### src/design/srt_pkg.sv
`timescale 1ns / 1ps

package srt_pkg;

  // Command codes carried on the command port.
  typedef enum logic [3:0] {
    CMD_CLEAR       = 4'd0,
    CMD_APPEND      = 4'd1,
    CMD_MARK_USED   = 4'd2,
    CMD_MARK_UNUSED = 4'd3,
    CMD_FIND_NUMBER = 4'd4,
    CMD_FIND_ZONE   = 4'd5,
    CMD_FROM_MASK   = 4'd6,
    CMD_CLEAR_USED  = 4'd7,
    CMD_COLLECT     = 4'd8
  } cmd_t;

  // Controller states.
  typedef enum logic [2:0] {
    ST_IDLE = 3'b001,
    ST_SCAN = 3'b010,
    ST_DONE = 3'b100
  } state_t;

  // Request token that walks the slot chain, one cell per cycle.
  typedef struct packed {
    logic        active;
    cmd_t        cmd;
    logic [15:0] number;
    logic [31:0] zone;
    logic [15:0] imask;
    logic        hit;
    logic [3:0]  idx;
    logic [15:0] sbit;
    logic [15:0] umask;
  } token_t;

  // Per-cell control from the controller.
  typedef struct packed {
    logic valid;      // slot has been written (position below the count)
    logic tail;       // slot is the next one to be appended
    logic clr_all;    // clear the used flag unconditionally
    logic clr_valid;  // clear the used flag if the slot is valid
  } cell_ctl_t;

endpackage

### src/design/srt_cell.sv
`timescale 1ns / 1ps

module srt_cell #(
  parameter int IDX = 0
) (
  input  logic              clk,
  input  logic              rst,
  input  srt_pkg::cell_ctl_t ctl,
  input  srt_pkg::token_t   tok_in,
  output srt_pkg::token_t   tok_out
);

  localparam logic        LOW = (IDX < 16);
  localparam logic [3:0]  POS = 4'(IDX % 16);
  localparam logic [15:0] BIT = LOW ? (16'd1 << POS) : 16'd0;

  logic [15:0]     number;
  logic [31:0]     zone;
  logic            used;
  logic            used_next;
  logic            wr;
  srt_pkg::token_t tok_next;

  // Act on the request passing through this slot.
  always_comb begin
    tok_next  = tok_in;
    used_next = used;
    wr        = 1'b0;
    if (ctl.clr_all || (ctl.clr_valid && ctl.valid)) begin
      used_next = 1'b0;
    end
    if (tok_in.active) begin
      case (tok_in.cmd)
        srt_pkg::CMD_APPEND: begin
          if (ctl.tail) begin
            wr            = 1'b1;
            used_next     = 1'b0;
            tok_next.hit  = 1'b1;
            tok_next.idx  = POS;
            tok_next.sbit = BIT;
          end
        end
        srt_pkg::CMD_MARK_USED, srt_pkg::CMD_MARK_UNUSED: begin
          if (ctl.valid && !tok_in.hit && number == tok_in.number) begin
            used_next     = (tok_in.cmd == srt_pkg::CMD_MARK_USED);
            tok_next.hit  = 1'b1;
            tok_next.idx  = POS;
            tok_next.sbit = BIT;
          end
        end
        srt_pkg::CMD_FIND_NUMBER: begin
          if (ctl.valid && !tok_in.hit && number == tok_in.number) begin
            tok_next.hit  = 1'b1;
            tok_next.idx  = POS;
            tok_next.sbit = BIT;
          end
        end
        srt_pkg::CMD_FIND_ZONE: begin
          if (ctl.valid && !tok_in.hit && (zone & tok_in.zone) != 32'd0) begin
            tok_next.hit  = 1'b1;
            tok_next.idx  = POS;
            tok_next.sbit = BIT;
          end
        end
        srt_pkg::CMD_FROM_MASK: begin
          // Later positions override, so the highest set bit wins.
          if (ctl.valid && LOW && tok_in.imask[POS]) begin
            tok_next.hit  = 1'b1;
            tok_next.idx  = POS;
            tok_next.sbit = BIT;
          end
        end
        srt_pkg::CMD_COLLECT: begin
          if (ctl.valid && used) begin
            tok_next.umask = tok_in.umask | BIT;
          end
        end
        default: begin
        end
      endcase
    end
  end

  // Used flag and the outgoing token.
  always_ff @(posedge clk) begin
    if (rst) begin
      used    <= 1'b0;
      tok_out <= '0;
    end else begin
      used    <= used_next;
      tok_out <= tok_next;
    end
  end

  // Slot contents, written on append only.
  always_ff @(posedge clk) begin
    if (wr) begin
      number <= tok_in.number;
      zone   <= tok_in.zone;
    end
  end

endmodule

### src/design/slot_registry_table.sv
`timescale 1ns / 1ps
// Clear, clear used, unknown commands and a refused append are answered directly from the
// controller; chain commands walk a token through the launch register and every slot cell.
// One request at a time: in_stall stays high until the result has moved into the output
// register, so a new request is taken only after the last one is through.
// Reset clears the slot count, all used flags and the pending-change mark; slot numbers
// and zone masks are left undefined until appended.

module slot_registry_table #(
  parameter int MAX_SLOTS = 16
) (
  input  logic        clk,
  input  logic        rst,
  input  logic        in_valid,
  output logic        in_stall,
  input  logic [3:0]  command,
  input  logic [15:0] slot_number,
  input  logic [31:0] zone_mask,
  input  logic [15:0] index_mask,
  input  logic        reload_mode,
  output logic        out_valid,
  input  logic        out_stall,
  output logic        found,
  output logic [3:0]  slot_index,
  output logic [15:0] slot_bit,
  output logic [15:0] used_mask,
  output logic [1:0]  change_pending,
  output logic        table_full
);

  localparam int CW = $clog2(MAX_SLOTS + 1);

  srt_pkg::state_t    state;
  srt_pkg::state_t    state_next;
  logic [CW-1:0]      count;
  logic [CW-1:0]      count_next;
  logic [1:0]         pending;
  logic [1:0]         pending_next;
  srt_pkg::token_t    launch;
  srt_pkg::token_t    tok [MAX_SLOTS+1];
  srt_pkg::cell_ctl_t ctl [MAX_SLOTS];
  srt_pkg::cmd_t      cmd_in;
  logic               accept;
  logic               is_full;
  logic               do_launch;
  logic               scan_done;
  logic               out_free;
  logic               clr_all;
  logic               clr_valid;

  logic        res_found, res_found_next;
  logic [3:0]  res_idx, res_idx_next;
  logic [15:0] res_bit, res_bit_next;
  logic [15:0] res_umask, res_umask_next;
  logic [1:0]  res_cp, res_cp_next;
  logic        res_full, res_full_next;
  logic        res_load;

  assign cmd_in    = srt_pkg::cmd_t'(command);
  assign in_stall  = (state != srt_pkg::ST_IDLE);
  assign accept    = in_valid && !in_stall;
  assign is_full   = (count == CW'(MAX_SLOTS));
  assign scan_done = (state == srt_pkg::ST_SCAN) && tok[MAX_SLOTS].active;
  assign out_free  = !out_valid || !out_stall;
  assign clr_all   = accept && (cmd_in == srt_pkg::CMD_CLEAR);
  assign clr_valid = accept && (cmd_in == srt_pkg::CMD_CLEAR_USED);

  // Slot chain.
  assign tok[0] = launch;
  for (genvar i = 0; i < MAX_SLOTS; i++) begin : g_cell
    assign ctl[i].valid     = (CW'(i) < count);
    assign ctl[i].tail      = (CW'(i) == count);
    assign ctl[i].clr_all   = clr_all;
    assign ctl[i].clr_valid = clr_valid;

    srt_cell #(
      .IDX(i)
    ) u_cell (
      .clk    (clk),
      .rst    (rst),
      .ctl    (ctl[i]),
      .tok_in (tok[i]),
      .tok_out(tok[i+1])
    );
  end

  // Command decode, chain completion and result staging.
  always_comb begin
    state_next     = state;
    count_next     = count;
    pending_next   = pending;
    do_launch      = 1'b0;
    res_load       = 1'b0;
    res_found_next = 1'b0;
    res_idx_next   = 4'd0;
    res_bit_next   = 16'd0;
    res_umask_next = 16'd0;
    res_cp_next    = pending;
    res_full_next  = 1'b0;
    case (state)
      srt_pkg::ST_IDLE: begin
        if (accept) begin
          case (cmd_in)
            srt_pkg::CMD_CLEAR: begin
              count_next   = '0;
              pending_next = 2'd0;
              res_cp_next  = 2'd0;
              res_load     = 1'b1;
              state_next   = srt_pkg::ST_DONE;
            end
            srt_pkg::CMD_CLEAR_USED: begin
              pending_next = {reload_mode, !reload_mode};
              res_cp_next  = {reload_mode, !reload_mode};
              res_load     = 1'b1;
              state_next   = srt_pkg::ST_DONE;
            end
            srt_pkg::CMD_APPEND: begin
              if (is_full) begin
                res_full_next = 1'b1;
                res_load      = 1'b1;
                state_next    = srt_pkg::ST_DONE;
              end else begin
                do_launch  = 1'b1;
                state_next = srt_pkg::ST_SCAN;
              end
            end
            srt_pkg::CMD_MARK_USED, srt_pkg::CMD_MARK_UNUSED, srt_pkg::CMD_FIND_NUMBER,
            srt_pkg::CMD_FIND_ZONE, srt_pkg::CMD_FROM_MASK, srt_pkg::CMD_COLLECT: begin
              do_launch  = 1'b1;
              state_next = srt_pkg::ST_SCAN;
            end
            default: begin
              res_load   = 1'b1;
              state_next = srt_pkg::ST_DONE;
            end
          endcase
        end
      end
      srt_pkg::ST_SCAN: begin
        if (scan_done) begin
          res_load       = 1'b1;
          res_found_next = tok[MAX_SLOTS].hit;
          res_idx_next   = tok[MAX_SLOTS].idx;
          res_bit_next   = tok[MAX_SLOTS].sbit;
          state_next     = srt_pkg::ST_DONE;
          case (tok[MAX_SLOTS].cmd)
            srt_pkg::CMD_APPEND: begin
              if (tok[MAX_SLOTS].hit) begin
                count_next = count + CW'(1);
              end
            end
            srt_pkg::CMD_MARK_USED, srt_pkg::CMD_MARK_UNUSED: begin
              if (tok[MAX_SLOTS].hit) begin
                pending_next = 2'd1;
                res_cp_next  = 2'd1;
              end
            end
            srt_pkg::CMD_COLLECT: begin
              res_umask_next = tok[MAX_SLOTS].umask;
              pending_next   = 2'd0;
            end
            default: begin
            end
          endcase
        end
      end
      srt_pkg::ST_DONE: begin
        if (out_free) begin
          state_next = srt_pkg::ST_IDLE;
        end
      end
      default: begin
        state_next = srt_pkg::ST_IDLE;
      end
    endcase
  end

  // Control registers and the launch token.
  always_ff @(posedge clk) begin
    if (rst) begin
      state         <= srt_pkg::ST_IDLE;
      count         <= '0;
      pending       <= 2'd0;
      launch.active <= 1'b0;
      out_valid     <= 1'b0;
    end else begin
      state         <= state_next;
      count         <= count_next;
      pending       <= pending_next;
      launch.active <= do_launch;
      if (do_launch) begin
        launch.cmd    <= cmd_in;
        launch.number <= slot_number;
        launch.zone   <= zone_mask;
        launch.imask  <= index_mask;
        launch.hit    <= 1'b0;
        launch.idx    <= 4'd0;
        launch.sbit   <= 16'd0;
        launch.umask  <= 16'd0;
      end
      if (state == srt_pkg::ST_DONE && out_free) begin
        out_valid <= 1'b1;
      end else if (!out_stall) begin
        out_valid <= 1'b0;
      end
    end
  end

  // Staged result, held until the output register is free.
  always_ff @(posedge clk) begin
    if (res_load) begin
      res_found <= res_found_next;
      res_idx   <= res_idx_next;
      res_bit   <= res_bit_next;
      res_umask <= res_umask_next;
      res_cp    <= res_cp_next;
      res_full  <= res_full_next;
    end
  end

  // Output register.
  always_ff @(posedge clk) begin
    if (state == srt_pkg::ST_DONE && out_free) begin
      found          <= res_found;
      slot_index     <= res_idx;
      slot_bit       <= res_bit;
      used_mask      <= res_umask;
      change_pending <= res_cp;
      table_full     <= res_full;
    end
  end

endmodule

### config.mk
export PLATFORM = sky130hd
export DESIGN_NAME = slot_registry_table
export DESIGN_NICKNAME = d
export VERILOG_FILES = /design/src/design/srt_pkg.sv /design/src/design/srt_cell.sv /design/src/design/slot_registry_table.sv
export SDC_FILE = /design/constraint.sdc
export NUM_CORES = 2
export LEC_CHECK = 0
export BUFFER_PORTS_ARGS = -buffer_cell sky130_fd_sc_hd__buf_2
export CAP_MARGIN = 5
export CORE_MARGIN = 2
export CORE_UTILIZATION = 57
export CTS_BUF_LIST = sky130_fd_sc_hd__clkbuf_4
export DETAILED_ROUTE_END_ITERATION = 8
export PLACE_DENSITY = 0.83
export SLEW_MARGIN = 20
export SYNTH_ARGS = -nofsm -noshare
export SYNTH_HDL_FRONTEND = slang
export SYNTH_HIERARCHICAL = 1
export SYNTH_SLANG_ARGS = --single-unit
### constraint.sdc
create_clock -name clk -period 9 [get_ports clk]
set_clock_uncertainty 0.1 [all_clocks]
set_input_delay 0.9 -clock clk [delete_from_list [all_inputs] [get_ports clk]]
set_output_delay 0.9 -clock clk [all_outputs]
set_load 0.05 [all_outputs]
Yosys cells after proc, flatten, opt, wreduce, memory -nomap -nowiden:

Index checks and enable logic that the tools add are counted.

* equal/unequal tests: 168
* bitwise logic cells: 19
* divide/modulo/power cells: 0
* add/sub/neg operators: 1
* order comparisons: 16
* multiply operators: 0
* muxes and demuxes: 286
* reduce and logical (&&, ||, !) cells: 198
* shifts and indexed selects: 0

Operators with widths (number)
* 21-bit 2-to-1 mux: 64
* 21-bit case mux with 4 select lines: 16
* 37-bit 2-to-1 mux: 15
* 32-bit AND: 16
* 32-bit nonzero test: 16
* 16-bit == test: 16
* 4-bit by 3-bit == test with 1-bit output, second input constant: 52
* 4-bit by 2-bit == test with 1-bit output, second input constant: 36
* 1-bit 2-to-1 mux: 121
* 1-bit logical AND: 100
* 4-bit by 1-bit == test with 1-bit output, second input constant: 18
* 4-bit == test, second input constant: 18
* 3-bit OR reduction: 17
* 4-bit by 5-bit == test with 1-bit output, first input constant: 8
* 4-bit by 5-bit less-than comparator with 1-bit output, first input constant: 8
* 1-bit case mux with 2 select lines: 19
* 2-bit OR reduction: 18
* 5-bit 2-to-1 mux: 7
* 16-bit 2-to-1 mux: 2
* 15-bit 2-to-1 mux: 2
* 14-bit 2-to-1 mux: 2
* 13-bit 2-to-1 mux: 2
* 12-bit 2-to-1 mux: 2
* 11-bit 2-to-1 mux: 2
* other kinds (36): 111

* bits in latches: 0
* input bits: 73
* bits in read-only memories: 0
* flip-flop bits (word level): 2561
* output and inout bits: 42
* word-level logic and storage cells: 898
* memories: 0
* memory bits (writable): 0

Depth between registers and ports, before layout:

* word-level depth: 10
* gate-level depth with buffers: 13
* gate-level depth less buffers: 10

By module:

Netlist, hierarchy kept.

By module, submodules not included
* srt_cell at g_cell[10].u_cell ...: seq. area each 3583.4 µm², times used 3, cells an instance 388, area each 5158.7 µm²
* srt_cell at g_cell[1].u_cell ...: seq. area each 3583.4 µm², times used 2, cells an instance 385, area each 5129.9 µm²
* srt_cell at g_cell[14].u_cell ...: seq. area each 3583.4 µm², times used 2, cells an instance 362, area each 5078.6 µm²
* slot_registry_table: seq. area each 4684.5 µm², times used 1, cells an instance 353, area each 5814.3 µm²
* srt_cell at g_cell[7].u_cell: seq. area each 3583.4 µm², times used 1, cells an instance 393, area each 5201.2 µm²
* srt_cell at g_cell[13].u_cell: seq. area each 3583.4 µm², times used 1, cells an instance 375, area each 5156.2 µm²
* srt_cell at g_cell[5].u_cell: seq. area each 3583.4 µm², times used 1, cells an instance 374, area each 5149.9 µm²
* srt_cell at g_cell[12].u_cell: seq. area each 3583.4 µm², times used 1, cells an instance 362, area each 5118.7 µm²
* srt_cell at g_cell[8].u_cell: seq. area each 3583.4 µm², times used 1, cells an instance 378, area each 5074.9 µm²
* srt_cell at g_cell[0].u_cell: seq. area each 3583.4 µm², times used 1, cells an instance 381, area each 5011.1 µm²
* srt_cell at g_cell[6].u_cell: seq. area each 3583.4 µm², times used 1, cells an instance 360, area each 4954.8 µm²
* srt_cell at g_cell[4].u_cell: seq. area each 3583.4 µm², times used 1, cells an instance 362, area each 4906.0 µm²
* srt_cell at g_cell[11].u_cell: seq. area each 3583.4 µm², times used 1, cells an instance 352, area each 4872.2 µm²

Worst setup path before layout:

No wires, ideal clock.

* path type: input port to flip-flop
* start: input port command[1]
* end: register launch[100] in the netlist's numbering (enable)
* setup time: 0.578 ns
* data required time: 8.322 ns
* cell stages on the path: 4
* arrival: 6.034 ns
* buffers on the path: 0
* slack: 2.288 ns
* cell sequence: nor3_1 > mux2_2 > nand2_1 > nor3_1

* word-level cells in the longest chain between the ends: 6
* elaborated cells on any way between the ends: 12
* classes of those cells: 7 x eq/ne; 3 x mux; 2 x reduce/logical

Ends and longest elaborated chain
* start: declaration: RTL line slot_registry_table.sv:16 `input logic [3:0] command,`
* 4-bit by 2-bit == test with 1-bit output (tied with other cells): RTL line slot_registry_table.sv:103 `case (cmd_in)`
* 6-bit OR reduction: RTL line slot_registry_table.sv:103
* 1-bit case mux with 2 select lines (*): RTL line slot_registry_table.sv:103
* 1-bit 2-to-1 mux (*): RTL line slot_registry_table.sv:102 `if (accept) begin`
* 1-bit 2-to-1 mux (*): RTL line slot_registry_table.sv:100 `case (state)`
* 2-bit AND reduction (no line) (*)
* end: declaration: RTL line slot_registry_table.sv:39 `srt_pkg::token_t launch;`

Every way passes the cells marked *; elsewhere a longest branch is shown, timed or not.
A chain may end at the register's enable or synchronous reset.

Worst setup path after layout:

* start: register state[0]
* end: output port in_stall

* word-level cells in the longest chain between the ends: 1

Ends and longest elaborated chain
* start: declaration: RTL line slot_registry_table.sv:33 `srt_pkg::state_t state;`
* start signal: assignment: RTL line slot_registry_table.sv:181 `state <= srt_pkg::ST_IDLE;`
* start signal: assignment: RTL line slot_registry_table.sv:187 `state <= state_next;`
* 3-bit by 1-bit inequality test with 1-bit output: RTL line slot_registry_table.sv:60 `assign in_stall = (state != srt_pkg::ST_IDLE);`
* end: declaration: RTL line slot_registry_table.sv:15 `output logic in_stall,`

No other way between the ends.

==> run summary <==
outcome: finished, final reports clean
count of pins over their slew limit: 0
Crit-path slowest cell: nor3b_2
total CTS buffers: 569
cell leakage power: 33.89 nW
Levels on crit path: 3
VDD IR-drop max: 153.4 µV
initial antenna violation count: 5
Initial Util: 0.5736
vias per cell: 5.144
DR WL/cell: 16.37 µm
number of global-route vias before repair: 46.69k
YS warnings: 6
R2R Path Start: count[4]
1st-iter DRT viols: 3,288
global-route congestion overflow total: 0
worst reg2reg setup slack: 5.43 ns
Filler Cell Count: 9,781
delay-heaviest family, CP: simple AND/OR/NAND/NOR gates
Crit. Startpoint: state[0]
final worst slack: 5.365 ns
Slew headroom: 0.1029
core area: 143,500 µm²
RSZ-0062 raised after global routing: no
Area Overhead vs Synth: 12.38%
remaining antenna violation count after routing: 0
PwrDens: 226.2 nW/µm²
largest net degree at the start of global routing: 240
M2 GR Usage: 0.3378
WP data arrival: 2.63 ns
post-layout total power: 20.92 mW
CTS max path bufs: 4
GP Congestion: 0.8815
Tmin final: 3.635 ns
Final nets: 6,592
dpl ws: 5.280 ns
part of the cycle the worst path needs: 0.4038
CP endpoint kind: primary output
GR peak layer: met2
Synth Instances: 5,975
share of cells above drive strength 1: 0.1920
Required @ worst endpoint: 8.00 ns
Setup Total Neg Slack: 0 ns
Fin. Hold Viols: 0
Final setup viols: 0
CP Launch Type: flip-flop
Reg2Reg Depth: 9
TritonRoute pass-1 iters: 5
crit path kind: reg -> out
Hold WC Path Type: in -> reg
met1 usage: 0.2268
first-pass GRT wire length: 234,000 µm
CP cell instances: nor3b_2 > inv_2 > buf_2
Max-cap violations: 0
hpwl dp: 90,600 µm
Setup Buffers After CTS: 0
Avg Cell Area, Syn: 13.77 µm²
FF-to-FF End: g_cell[1].u_cell/tok_out[21]
boundary pin count: 115
CTS H-tree lvls: 6
CTS tree: yes
# port buffers: 114
Row Count: 139
WL final: 145,000 µm
clock latency on the worst-skew pair: 1.27 ns
Worst-Margin Slew: 1.346 ns
Die Span X: 384.0 µm
critical path buffer and inverter count: 2
Die ar.: 147,400 µm²
Clock Sink Count: 2,456
# DRC: 0
Worst Setup EP: in_stall
Netlist Area Pre-Place: 82,300 µm²
crit-path max FO: 10
slowest stage delay, CP: 0.49 ns
highest clock rate: 0.2751 GHz
chip height: 384.0 µm
routing usage on met3: 0.04311
root buffer cell: clkbuf_4
detailed-route via count: 45.56k
all-layer global routing usage: 0.1959
Worst-path clk slew: 0.07 ns
==> worst min-delay path by stage <==
stage | startpoint | slack, ns | depth (start not counted) | to
3_3_place_gp | res_umask[2] | 0.30 | 0 | used_mask[2]
5_1_grt | slot_number[0] | 0.11 | 2 | launch[85]
3_5_place_dp | res_bit[14] | 0.30 | 0 | slot_bit[14]
6_report | slot_number[6] | 0.25 | 2 | launch[91]
4_1_cts | zone_mask[13] | 0.06 | 2 | launch[66]
2_1_floorplan | g_cell[6].u_cell/tok_out[16] | 0.30 | 2 | g_cell[7].u_cell/tok_out[16]
==> flip-flops by register name (all words and copies together), names as in the netlist, 2 cells and up <==
signal / count
change_pending: 2
count: 5
g_cell.u_cell/number: 256
g_cell.u_cell/tok_out: 1512
g_cell.u_cell/used: 16
g_cell.u_cell/zone: 512
launch: 69
pending: 2
res_bit: 16
res_cp: 2
res_idx: 4
res_umask: 16
slot_bit: 16
slot_index: 4
state: 3
used_mask: 16
==> metrics by stage <==
stage            util  hold slack, ns  instance area [µm²]  cells
6_report       0.6446          0.2478                92490   8857
5_1_grt        0.6446          0.1091                92490   8857
4_1_cts        0.6440         0.06268                92410   8847
3_5_place_dp   0.5868          0.3045                84200   7772
3_3_place_gp   0.5867          0.3034                84180   7771
2_1_floorplan       -          0.2997                82440   6012
==> power breakdown <==
| group | switching (mW) | total (mW) | internal [mW] | leakage [nW] |
|---|---|---|---|---|
| Combinational | 0.250 | 0.378 | 0.129 | 8.01 |
| Clock | 4.03 | 8.90 | 4.87 | 4.47 |
| Sequential | 0.0694 | 11.6 | 11.6 | 21.4 |
==> area by class of cell <==
type,instances,area (µm²),share of cell area
antenna,6,15.01,0.0001623
sequential,2456,58340,0.6307
inverter,115,431.7,0.004667
multi-input combinational,3155,22190,0.2400
tap,1903,2381,0.02574
clock buffer,868,6516,0.07046
clock inverter,135,974.7,0.01054
timing repair buffer,219,1640,0.01774
==> cell usage in the layout (no fill, tap or decap), drive strengths merged, types with 13 or more instances in the layout <==
master and n:
a2111oi 20, a211oi 41, a21oi 156, a221oi 16, a22o 14, a22oi 233, a31oi 26, a41oi 31
and2 28, and3 55, buf 147, bufinv 16, clkbuf 868, clkinv 101, conb 38, dfxtp 1540
dlygate4sd3 72, edfxtp 916, inv 128, nand2 94, nand2b 138, nand3 65, nand3b 16, nand4 95
nor2 134, nor2b 1187, nor3 58, nor3b 68, nor4 55, nor4b 103, o21a 13, o21ai 24
or3b 13, or4 15, xnor2 150, xor2 86
==> routing by layer <==
| layer | vias to the layer above | part of all wire | wire, µm |
|---|---|---|---|
| li1 | 22400 | - | - |
| met1 | 21530 | 0.41 | 58740 |
| met2 | 1301 | 0.51 | 74050 |
| met3 | 325 | 0.050 | 7226 |
| met4 | 2 | 0.034 | 4960 |
| met5 | - | 0.000062 | 9 |
==> what timing repair did <==
item                      in CTS  in global routing
resized for setup              0                  0
hold buffers                  72                  0
hold endpoints to repair     113                  0
Power figures use the tool's default switching activity.
